`src/rtl/lsu_pkg.sv`:
```
// ----------------------------------------------------------------------------
// Latency statistics unit package
// Shared widths, register indexes, the sequencer step codes and the control
// store that the statistics sequencer runs from.
// ----------------------------------------------------------------------------
package lsu_pkg;

  // Fixed field widths.
  localparam int STAMP_W   = 48;
  localparam int BOUND_W   = 20;
  localparam int OUT_W     = 20;
  localparam int CFG_IDX_W = 2;

  // Default sizes of the statistics state.
  localparam int DEF_COUNT_BITS   = 20;
  localparam int DEF_LATENCY_BITS = 20;

  typedef logic [CFG_IDX_W-1:0] cfg_idx_t;

  // Configuration register indexes.
  localparam cfg_idx_t REG_LOWER = cfg_idx_t'(0);
  localparam cfg_idx_t REG_UPPER = cfg_idx_t'(1);

  // Register reset values.
  localparam logic [BOUND_W-1:0] LOWER_RESET = BOUND_W'(0);
  localparam logic [BOUND_W-1:0] UPPER_RESET = BOUND_W'(1000000);

  // Input opcodes.
  localparam logic OPC_SAMPLE = 1'b0;
  localparam logic OPC_REPORT = 1'b1;

  // Sequencer step addresses.
  typedef logic [3:0] step_t;

  localparam step_t ST_FETCH    = step_t'(0);
  localparam step_t ST_DISPATCH = step_t'(1);
  localparam step_t ST_RCHECK   = step_t'(2);
  localparam step_t ST_DIV_SUM  = step_t'(3);
  localparam step_t ST_MEAN     = step_t'(4);
  localparam step_t ST_DIV_SQ   = step_t'(5);
  localparam step_t ST_SQUARE   = step_t'(6);
  localparam step_t ST_VAR      = step_t'(7);
  localparam step_t ST_SQRT     = step_t'(8);
  localparam step_t ST_EMIT     = step_t'(9);
  localparam step_t ST_RETURN   = step_t'(10);

  // Datapath operation selected by a control word.
  typedef enum logic [3:0] {
    OP_NOP,
    OP_FETCH,
    OP_ACC,
    OP_DIV_INIT,
    OP_DIV_STEP,
    OP_MEAN,
    OP_SQUARE,
    OP_SQRT_INIT,
    OP_SQRT_STEP,
    OP_EMIT
  } dp_op_t;

  // Jump condition: taken goes to the target, otherwise to the next step.
  typedef enum logic [2:0] {
    C_NEXT,
    C_ALWAYS,
    C_NO_WORD,
    C_SAMPLE,
    C_EMPTY,
    C_ITER_MORE,
    C_OUT_BUSY
  } cond_t;

  typedef struct packed {
    dp_op_t op;
    cond_t  cond;
    step_t  target;
  } ucode_t;

  // Control store. Samples run FETCH and DISPATCH; a non-empty report goes on
  // through the two divisions, the square, the root and the emit step.
  function automatic ucode_t ucode_rom(step_t s);
    ucode_t w;
    unique case (s)
      ST_FETCH:    w = '{op: OP_FETCH,     cond: C_NO_WORD,   target: ST_FETCH};
      ST_DISPATCH: w = '{op: OP_ACC,       cond: C_SAMPLE,    target: ST_FETCH};
      ST_RCHECK:   w = '{op: OP_DIV_INIT,  cond: C_EMPTY,     target: ST_EMIT};
      ST_DIV_SUM:  w = '{op: OP_DIV_STEP,  cond: C_ITER_MORE, target: ST_DIV_SUM};
      ST_MEAN:     w = '{op: OP_MEAN,      cond: C_NEXT,      target: ST_FETCH};
      ST_DIV_SQ:   w = '{op: OP_DIV_STEP,  cond: C_ITER_MORE, target: ST_DIV_SQ};
      ST_SQUARE:   w = '{op: OP_SQUARE,    cond: C_NEXT,      target: ST_FETCH};
      ST_VAR:      w = '{op: OP_SQRT_INIT, cond: C_NEXT,      target: ST_FETCH};
      ST_SQRT:     w = '{op: OP_SQRT_STEP, cond: C_ITER_MORE, target: ST_SQRT};
      ST_EMIT:     w = '{op: OP_EMIT,      cond: C_OUT_BUSY,  target: ST_EMIT};
      ST_RETURN:   w = '{op: OP_NOP,       cond: C_ALWAYS,    target: ST_FETCH};
      default:     w = '{op: OP_NOP,       cond: C_ALWAYS,    target: ST_FETCH};
    endcase
    return w;
  endfunction

endpackage

```
`src/rtl/lsu_in_if.sv`:
```
// ----------------------------------------------------------------------------
// Latency statistics input channel
// Carries one sample or report word with a valid and ready handshake.
// ----------------------------------------------------------------------------
interface lsu_in_if;
  import lsu_pkg::*;

  logic               valid;
  logic               ready;
  logic               opcode;
  logic [STAMP_W-1:0] recv_stamp_us;
  logic [STAMP_W-1:0] sent_stamp_us;

  modport source (output valid, opcode, recv_stamp_us, sent_stamp_us, input ready);
  modport sink   (input valid, opcode, recv_stamp_us, sent_stamp_us, output ready);
endinterface

```
`src/rtl/lsu_out_if.sv`:
```
// ----------------------------------------------------------------------------
// Latency statistics result channel
// Carries one statistics report word with a valid and ready handshake.
// ----------------------------------------------------------------------------
interface lsu_out_if;
  import lsu_pkg::*;

  logic             valid;
  logic             ready;
  logic [OUT_W-1:0] sample_count;
  logic [OUT_W-1:0] mean_us;
  logic [OUT_W-1:0] min_us;
  logic [OUT_W-1:0] max_us;
  logic [OUT_W-1:0] stddev_us;
  logic             no_samples;
  logic             saturated;

  modport source (output valid, sample_count, mean_us, min_us, max_us, stddev_us,
                  no_samples, saturated, input ready);
  modport sink   (input valid, sample_count, mean_us, min_us, max_us, stddev_us,
                  no_samples, saturated, output ready);
endinterface

```
`src/rtl/lsu_cfg_if.sv`:
```
// ----------------------------------------------------------------------------
// Latency statistics configuration channel
// Carries one register write word: a register index and the write data.
// ----------------------------------------------------------------------------
interface lsu_cfg_if;
  import lsu_pkg::*;

  logic               valid;
  logic               ready;
  cfg_idx_t           index;
  logic [BOUND_W-1:0] data;

  modport source (output valid, index, data, input ready);
  modport sink   (input valid, index, data, output ready);
endinterface

```
`src/rtl/latency_statistics_unit.sv`:
```
// ----------------------------------------------------------------------------
// Latency statistics unit
// A sample word is fetched, then accumulated with one multiply-add. A report
// word runs the shared one-bit-per-cycle divider twice, squares the mean
// and takes the two-bits-per-cycle square root before the emit step; an
// empty report jumps from the check step straight to the emit step.
// Synchronous active-low reset clears the statistics, sets the bounds to
// their reset values and returns the sequencer to the fetch step.
// ----------------------------------------------------------------------------
module latency_statistics_unit #(
  parameter int COUNT_BITS   = lsu_pkg::DEF_COUNT_BITS,
  parameter int LATENCY_BITS = lsu_pkg::DEF_LATENCY_BITS
) (
  input  logic     clk,
  input  logic     rst_n,
  lsu_in_if.sink   in_ch,
  lsu_out_if.source out_ch,
  lsu_cfg_if.sink  cfg_ch
);
  import lsu_pkg::*;

  localparam int LAT_W  = LATENCY_BITS;
  localparam int CNT_W  = COUNT_BITS;
  localparam int SUM_W  = CNT_W + LAT_W;
  localparam int SQ_W   = CNT_W + 2 * LAT_W;
  localparam int ITER_W = $clog2(SQ_W + 1);

  // Configuration registers.
  logic [BOUND_W-1:0] lower_r;
  logic [BOUND_W-1:0] upper_r;

  // Statistics state.
  logic [CNT_W-1:0]   count_r;
  logic [SUM_W-1:0]   sum_r;
  logic [SQ_W-1:0]    sumsq_r;
  logic [LAT_W-1:0]   min_r;
  logic [LAT_W-1:0]   max_r;
  logic               dropped_r;

  // Sequencer.
  step_t              step_r;
  ucode_t             uc;
  logic               cond_hit;
  logic [ITER_W-1:0]  iter_r;

  // Working registers.
  logic               is_report_r;
  logic               lat_ok_r;
  logic [LAT_W-1:0]   lat_r;
  logic [SQ_W-1:0]    dq_r;
  logic [CNT_W-1:0]   div_rem_r;
  logic [LAT_W-1:0]   mean_r;
  logic [2*LAT_W-1:0] msq_r;
  logic [2*LAT_W-1:0] m2_r;
  logic [LAT_W:0]     sq_rem_r;
  logic [LAT_W-1:0]   root_r;

  // Output register.
  logic               out_valid_r;
  logic [OUT_W-1:0]   out_count_r;
  logic [OUT_W-1:0]   out_mean_r;
  logic [OUT_W-1:0]   out_min_r;
  logic [OUT_W-1:0]   out_max_r;
  logic [OUT_W-1:0]   out_std_r;
  logic               out_empty_r;
  logic               out_sat_r;

  // Combinational datapath signals.
  logic               in_fire;
  logic               out_free;
  logic [STAMP_W:0]   diff;
  logic [STAMP_W-1:0] lat_wide;
  logic               lat_ok;
  logic [CNT_W:0]     div_sh;
  logic               div_bit;
  logic [LAT_W+2:0]   sq_cat;
  logic [LAT_W+2:0]   sq_trial;
  logic               sq_bit;
  logic [2*LAT_W-1:0] var_val;
  logic               count_empty;

  assign in_ch.ready  = (step_r == ST_FETCH);
  assign cfg_ch.ready = 1'b1;
  assign in_fire      = in_ch.valid && in_ch.ready;
  assign out_free     = !out_valid_r || out_ch.ready;
  assign count_empty  = (count_r == '0);

  // Latency of the word at the input and its acceptance window.
  assign diff     = {1'b0, in_ch.recv_stamp_us} - {1'b0, in_ch.sent_stamp_us};
  assign lat_wide = diff[STAMP_W-1:0];
  assign lat_ok   = !diff[STAMP_W] && (lat_wide != '0)
                    && ((lat_wide >> LAT_W) == '0)
                    && (lat_wide > STAMP_W'(lower_r))
                    && (lat_wide < STAMP_W'(upper_r));

  // One restoring divide step on the shared quotient register.
  assign div_sh  = {div_rem_r, dq_r[SQ_W-1]};
  assign div_bit = (div_sh >= {1'b0, count_r});

  // One digit step of the square root, two radicand bits per step.
  assign sq_cat   = {sq_rem_r, dq_r[SQ_W-1 -: 2]};
  assign sq_trial = {1'b0, root_r, 2'b01};
  assign sq_bit   = (sq_cat >= sq_trial);

  // Population variance, clamped at zero.
  assign var_val = (msq_r > m2_r) ? (msq_r - m2_r) : '0;

  // Control word fetch and jump condition.
  assign uc = ucode_rom(step_r);

  always_comb begin
    case (uc.cond)
      C_NEXT:      cond_hit = 1'b0;
      C_ALWAYS:    cond_hit = 1'b1;
      C_NO_WORD:   cond_hit = !in_fire;
      C_SAMPLE:    cond_hit = (is_report_r == OPC_SAMPLE);
      C_EMPTY:     cond_hit = count_empty;
      C_ITER_MORE: cond_hit = (iter_r != ITER_W'(1));
      C_OUT_BUSY:  cond_hit = !out_free;
      default:     cond_hit = 1'b0;
    endcase
  end

  // Step counter, configuration, statistics and output handshake.
  always_ff @(posedge clk) begin
    if (!rst_n) begin
      step_r      <= ST_FETCH;
      lower_r     <= LOWER_RESET;
      upper_r     <= UPPER_RESET;
      count_r     <= '0;
      sum_r       <= '0;
      sumsq_r     <= '0;
      min_r       <= '1;
      max_r       <= '0;
      dropped_r   <= 1'b0;
      out_valid_r <= 1'b0;
    end else begin
      step_r <= cond_hit ? uc.target : step_r + step_t'(1);

      if (cfg_ch.valid && cfg_ch.ready) begin
        if (cfg_ch.index == REG_LOWER) begin
          lower_r <= cfg_ch.data;
        end else if (cfg_ch.index == REG_UPPER) begin
          upper_r <= cfg_ch.data;
        end
      end

      // A new report fills the output register; a taken report frees it.
      if (uc.op == OP_EMIT && out_free) begin
        out_valid_r <= 1'b1;
      end else if (out_valid_r && out_ch.ready) begin
        out_valid_r <= 1'b0;
      end

      // Accumulate an accepted sample, or drop it on a full count.
      if (uc.op == OP_ACC && is_report_r == OPC_SAMPLE && lat_ok_r) begin
        if (count_r == '1) begin
          dropped_r <= 1'b1;
        end else begin
          count_r <= count_r + CNT_W'(1);
          sum_r   <= sum_r + SUM_W'(lat_r);
          sumsq_r <= sumsq_r + SQ_W'(lat_r * lat_r);
          if (lat_r < min_r) begin
            min_r <= lat_r;
          end
          if (lat_r > max_r) begin
            max_r <= lat_r;
          end
        end
      end

      // Deliver the report and clear the statistics.
      if (uc.op == OP_EMIT && out_free) begin
        count_r     <= '0;
        sum_r       <= '0;
        sumsq_r     <= '0;
        min_r       <= '1;
        max_r       <= '0;
        dropped_r   <= 1'b0;
      end
    end
  end

  // Working registers of the shared divider, multiplier and root unit.
  always_ff @(posedge clk) begin
    case (uc.op)
      OP_FETCH: begin
        if (in_fire) begin
          is_report_r <= in_ch.opcode;
          lat_ok_r    <= lat_ok;
          lat_r       <= lat_wide[LAT_W-1:0];
        end
      end
      OP_DIV_INIT: begin
        dq_r      <= {sum_r, {(SQ_W - SUM_W){1'b0}}};
        div_rem_r <= '0;
        iter_r    <= ITER_W'(SUM_W);
      end
      OP_DIV_STEP: begin
        dq_r      <= {dq_r[SQ_W-2:0], div_bit};
        div_rem_r <= div_bit ? CNT_W'(div_sh - {1'b0, count_r}) : CNT_W'(div_sh);
        iter_r    <= iter_r - ITER_W'(1);
      end
      OP_MEAN: begin
        mean_r    <= dq_r[LAT_W-1:0];
        dq_r      <= sumsq_r;
        div_rem_r <= '0;
        iter_r    <= ITER_W'(SQ_W);
      end
      OP_SQUARE: begin
        msq_r <= dq_r[2*LAT_W-1:0];
        m2_r  <= mean_r * mean_r;
      end
      OP_SQRT_INIT: begin
        dq_r     <= {var_val, {CNT_W{1'b0}}};
        sq_rem_r <= '0;
        root_r   <= '0;
        iter_r   <= ITER_W'(LAT_W);
      end
      OP_SQRT_STEP: begin
        dq_r     <= {dq_r[SQ_W-3:0], 2'b00};
        sq_rem_r <= sq_bit ? (LAT_W+1)'(sq_cat - sq_trial) : (LAT_W+1)'(sq_cat);
        root_r   <= {root_r[LAT_W-2:0], sq_bit};
        iter_r   <= iter_r - ITER_W'(1);
      end
      OP_EMIT: begin
        if (out_free) begin
          if (count_empty) begin
            out_count_r <= '0;
            out_mean_r  <= '0;
            out_min_r   <= '0;
            out_max_r   <= '0;
            out_std_r   <= '0;
            out_empty_r <= 1'b1;
            out_sat_r   <= 1'b0;
          end else begin
            out_count_r <= OUT_W'(count_r);
            out_mean_r  <= OUT_W'(mean_r);
            out_min_r   <= OUT_W'(min_r);
            out_max_r   <= OUT_W'(max_r);
            out_std_r   <= OUT_W'(root_r);
            out_empty_r <= 1'b0;
            out_sat_r   <= dropped_r;
          end
        end
      end
      default: begin
      end
    endcase
  end

  // Result channel.
  assign out_ch.valid        = out_valid_r;
  assign out_ch.sample_count = out_count_r;
  assign out_ch.mean_us      = out_mean_r;
  assign out_ch.min_us       = out_min_r;
  assign out_ch.max_us       = out_max_r;
  assign out_ch.stddev_us    = out_std_r;
  assign out_ch.no_samples   = out_empty_r;
  assign out_ch.saturated    = out_sat_r;

endmodule
```
`src/flat_wrapper.sv`:
```
// flat-port wrapper written by rule: the top's interface ports become plain ports
module latency_statistics_unit_flat import lsu_pkg::*;
#(
  parameter int COUNT_BITS   = lsu_pkg::DEF_COUNT_BITS,
  parameter int LATENCY_BITS = lsu_pkg::DEF_LATENCY_BITS
)
  (clk, rst_n, in_ch_valid, in_ch_opcode, in_ch_recv_stamp_us, in_ch_sent_stamp_us, in_ch_ready, out_ch_valid, out_ch_sample_count, out_ch_mean_us, out_ch_min_us, out_ch_max_us, out_ch_stddev_us, out_ch_no_samples, out_ch_saturated, out_ch_ready, cfg_ch_valid, cfg_ch_index, cfg_ch_data, cfg_ch_ready);
  lsu_in_if in_ch_i ();
  lsu_out_if out_ch_i ();
  lsu_cfg_if cfg_ch_i ();
  input  logic clk;
  input  logic rst_n;
  input wire logic [$bits(in_ch_i.valid)-1:0] in_ch_valid;
  input wire logic [$bits(in_ch_i.opcode)-1:0] in_ch_opcode;
  input wire logic [$bits(in_ch_i.recv_stamp_us)-1:0] in_ch_recv_stamp_us;
  input wire logic [$bits(in_ch_i.sent_stamp_us)-1:0] in_ch_sent_stamp_us;
  output wire logic [$bits(in_ch_i.ready)-1:0] in_ch_ready;
  output wire logic [$bits(out_ch_i.valid)-1:0] out_ch_valid;
  output wire logic [$bits(out_ch_i.sample_count)-1:0] out_ch_sample_count;
  output wire logic [$bits(out_ch_i.mean_us)-1:0] out_ch_mean_us;
  output wire logic [$bits(out_ch_i.min_us)-1:0] out_ch_min_us;
  output wire logic [$bits(out_ch_i.max_us)-1:0] out_ch_max_us;
  output wire logic [$bits(out_ch_i.stddev_us)-1:0] out_ch_stddev_us;
  output wire logic [$bits(out_ch_i.no_samples)-1:0] out_ch_no_samples;
  output wire logic [$bits(out_ch_i.saturated)-1:0] out_ch_saturated;
  input wire logic [$bits(out_ch_i.ready)-1:0] out_ch_ready;
  input wire logic [$bits(cfg_ch_i.valid)-1:0] cfg_ch_valid;
  input wire logic [$bits(cfg_ch_i.index)-1:0] cfg_ch_index;
  input wire logic [$bits(cfg_ch_i.data)-1:0] cfg_ch_data;
  output wire logic [$bits(cfg_ch_i.ready)-1:0] cfg_ch_ready;
  assign in_ch_i.valid = in_ch_valid;
  assign in_ch_i.opcode = in_ch_opcode;
  assign in_ch_i.recv_stamp_us = in_ch_recv_stamp_us;
  assign in_ch_i.sent_stamp_us = in_ch_sent_stamp_us;
  assign in_ch_ready = in_ch_i.ready;
  assign out_ch_valid = out_ch_i.valid;
  assign out_ch_sample_count = out_ch_i.sample_count;
  assign out_ch_mean_us = out_ch_i.mean_us;
  assign out_ch_min_us = out_ch_i.min_us;
  assign out_ch_max_us = out_ch_i.max_us;
  assign out_ch_stddev_us = out_ch_i.stddev_us;
  assign out_ch_no_samples = out_ch_i.no_samples;
  assign out_ch_saturated = out_ch_i.saturated;
  assign out_ch_i.ready = out_ch_ready;
  assign cfg_ch_i.valid = cfg_ch_valid;
  assign cfg_ch_i.index = cfg_ch_index;
  assign cfg_ch_i.data = cfg_ch_data;
  assign cfg_ch_ready = cfg_ch_i.ready;
  latency_statistics_unit #(.COUNT_BITS(COUNT_BITS), .LATENCY_BITS(LATENCY_BITS)) u_core (.clk(clk), .rst_n(rst_n), .in_ch(in_ch_i), .out_ch(out_ch_i), .cfg_ch(cfg_ch_i));
endmodule
```
`config.mk`:
```
export PLATFORM = sky130hd
export DESIGN_NAME = latency_statistics_unit_flat
export DESIGN_NICKNAME = d
export VERILOG_FILES = /design/src/rtl/lsu_pkg.sv /design/src/rtl/lsu_in_if.sv /design/src/rtl/lsu_out_if.sv /design/src/rtl/lsu_cfg_if.sv /design/src/rtl/latency_statistics_unit.sv /design/src/flat_wrapper.sv
export SDC_FILE = /design/constraint.sdc
export NUM_CORES = 2
export LEC_CHECK = 0
export ABC_CLOCK_PERIOD_IN_PS = 8300
export BUFFER_PORTS_ARGS = -buffer_cell sky130_fd_sc_hd__buf_2
export CAP_MARGIN = 20
export CORE_MARGIN = 1.5
export CORE_UTILIZATION = 60
export CTS_BUF_LIST = sky130_fd_sc_hd__clkbuf_16
export CTS_CLUSTER_DIAMETER = 200
export CTS_CLUSTER_SIZE = 25
export DETAILED_ROUTE_END_ITERATION = 8
export GPL_TIMING_DRIVEN = 1
export PLACE_DENSITY_LB_ADDON = 0.1
export SLEW_MARGIN = 20
export SYNTH_ARGS = -nofsm -noshare
export SYNTH_HDL_FRONTEND = slang
export SYNTH_SLANG_ARGS = --single-unit
```
`constraint.sdc`:
```
create_clock -name clk -period 8.3 [get_ports clk]
set_clock_uncertainty 0.05 [all_clocks]
set_input_delay 0.415 -clock clk [delete_from_list [all_inputs] [get_ports clk]]
set_output_delay 0.415 -clock clk [all_outputs]
set_load 0.005 [all_outputs]
```
==> metrics.txt <==
status finished, final reports clean; Die Area ~95000 um2; ANT nets after route 0; post-DP HPWL 110.2 mm; maximum clock rate 0.1261 GHz; vias per inst 5.658; DIE HEIGHT ~310 um; wirelength, routed approximately 140 mm; Ys Warns 0; R2R setup slack 370 ps; first-pass GRT wire length 222.0 mm; root buf cell clkbuf_16; FF-to-FF path depth 24; Avg Cell Area, Syn about 9.3 um2; Max Slew Vio Count 0; RR Startpoint u_core.lat_r[6]; Total GRT Usage slightly below 30%; WS Path Type reg2reg; CP required roughly 8800 ps; final net count 7349; vias in the first global route between 40000 and 50000; CP Launch Type register; worst hold path stage count 3; drt wl/cell 18.79 um; asr flop ratio synth 0%; Main synth FF type edfxtp_1; starting density of the core 60.65%; HP Start cfg_ch_data[9]; I/O Pins 229; setup slack after layout 372.0 ps; Min-Delay Path Class in2reg; share of cells above drive strength 1 approximately 6.7%; clk slew on worst S/H paths ~110 ps; Num CTS Buffers 26; Yosys cell types 83; Yosys top cell by area fa_1; Seq/Total Area, Yosys 26.68%; count of state elements after synthesis 567; setup TNS 0 ps; Worst Hold Path EP u_core.lower_r[9]; CTS Sinks 567; global route overflow 0; count leader, synth inv_1; RSZ-0062 raised after global routing false; htree depth 1; syn_nets just over 7000; DRC viols 0; fin util 64.39%; CP max FO 13; Layout area overhead 6.157%; Reg2Reg Capture Point u_core.sumsq_r[48]; CTS tree built; DR iter-0 viols just over 3000; core area 91800 um2; Fin. Hold Viols 0; DR vias 41580; fin crit share ~96%; initial antenna violation count 4; largest net degree at the start of global routing 79; CTS Buffer Depth 3; Setup-failing EPs final 0; Slew @ Worst Pin 1064 ps; Fillers just under 8000; crit path time final between 7000 and 8000 ps; Rel. slew slack 28.57%; Worst Setup End Kind register; IO Port Bufs about 230; synth cell count leaders inv_1 (1081), nand2_1 (611), fa_1 (606), ha_1 (534), nor2_1 (395); Clock Latency Late Sink 660 ps; maxcap violations 0; DR pass1 iterations 9; Die Width ~310 um; Post-Syn Area 55680 um2; number of core rows 111; critical path arrival roughly 8400 ps; dpl ws ~320 ps; Post-synth EDFFs 350; Area contributors post-synth fa_1 (22%), edfxtp_1 (19%), ha_1 (12%), dfxtp_1 (7.8%), inv_1 (7.3%); synthesized instance count 5977; gpl congestion 0.9199; top cell type's share of synthesized area 21.79%
[layout by cell type, fill, tap and decap left out, types with 11 or more instances in the layout]
cell       count
nor2_1       393
o21a_1        44
nand3_1       82
a221o_1       20
xor2_1        97
a21oi_1      293
nor4_1        15
nand4_1       62
fa_1         606
a222oi_1      35
o31ai_1       31
o21ai_0      130
inv_1       1100
dfxtp_1      217
mux2i_1       39
nor2b_1       58
a211oi_1      28
o211ai_1      45
a21o_1       128
a31oi_1       66
and4_1        12
nor3_1        68
buf_4         93
buf_2        227
or3_1         16
a21boi_0      41
ha_1         534
xnor2_1      170
and2_1       174
nand2b_1      37
or2_2         11
edfxtp_1     350
a22oi_1       13
clkbuf_16     26
nand2_1      607
and3_1        37
o21bai_1      33
[repair_timing]
item | CTS | global route
endpoints found under the hold margin | 10 | 1
setup endpoints to repair | 0 | 8
setup buffers | 0 | 2
hold buffers | 8 | 1
gates resized for setup | 0 | 1
[cells by family after synthesis]
family	synth area share [%]
AOI/OAI and AO/OA	11.99
DFF	26.68
adders and majority gates	33.79
and+or+nand+nor	13.51
buffers and inverters	9.025
xor gates and xnor gates	4.200
other	0.006735
muxes	0.8022
[critical path: stages, from the launching register on]
cell and delay (ps):
edfxtp_1 730, buf_4 280, nand2_1 120, fa_1 570, inv_1 60, fa_1 520
fa_1 450, fa_1 520, fa_1 520, fa_1 550, inv_1 50, fa_1 530
inv_1 40, ha_1 380, a21o_1 200, a21oi_1 170, o21bai_1 120, o2111ai_1 240
a21oi_1 100, a221o_1 350, a221o_1 400, a41o_1 410, nand4_1 190, xor2_1 180
nor2_1 60
[worst max-delay path by stage]
stage / slack [ps] / endpoint / startpoint / cells after the start
after floorplan: 800 / u_core.sumsq_r[49] / u_core.lat_r[16] / 28
after global placement: 330 / u_core.m2_r[36] / u_core.mean_r[4] / 28
after detailed placement: 320 / u_core.m2_r[39] / u_core.mean_r[4] / 26
after CTS: 260 / u_core.m2_r[36] / u_core.mean_r[4] / 28
after global routing: 0.7 / u_core.m2_r[39] / u_core.mean_r[7] / 25
final: 370 / u_core.sumsq_r[48] / u_core.lat_r[6] / 24
[per-layer routing]
| metal | share of wire, % | track usage (%) | vias up |
|---|---|---|---|
| met4 | 3.4 | 8.626 | 6 |
| met3 | 5.9 | 3.881 | 231 |
| met5 | 0.030 | 0 | - |
| li1 | - | - | 19820 |
| met2 | 47 | 48.38 | 1150 |
| met1 | 44 | 40.70 | 20370 |
[through the flow]
step,std cells,hold slack [ps],area (um2)
floorplan,5977,379.0,55680
global placement,7287,389.3,58220
detailed placement,7289,399.1,58250
CTS,7345,0.3149,59080
global route,7348,5.017,59110
finish,7349,12.26,59110
[area by class of cell]
cell class,count,area [um2],share of cell area (%)
well taps,1243,1555,2.631
inverters,1084,4071,6.888
flip-flops and latches,567,14850,25.13
repair buffers,333,1994,3.374
clock inverters,22,100.1,0.1693
clock buffers,26,650.6,1.101
diodes,1,2.502,0.004234
multi-input cells,4073,35880,60.70
[flip-flops by register name (all words and copies together) (netlist names), 21 cells and up]
name and count:
u_core.sum_r 40, u_core.dq_r 60, u_core.sumsq_r 60, u_core.m2_r 39, u_core.msq_r 40, u_core.sq_rem_r 21
Power is left out: the tool's default activity adds up to more than one toggle a clock period on the data nets, which glitch-free logic cannot reach.
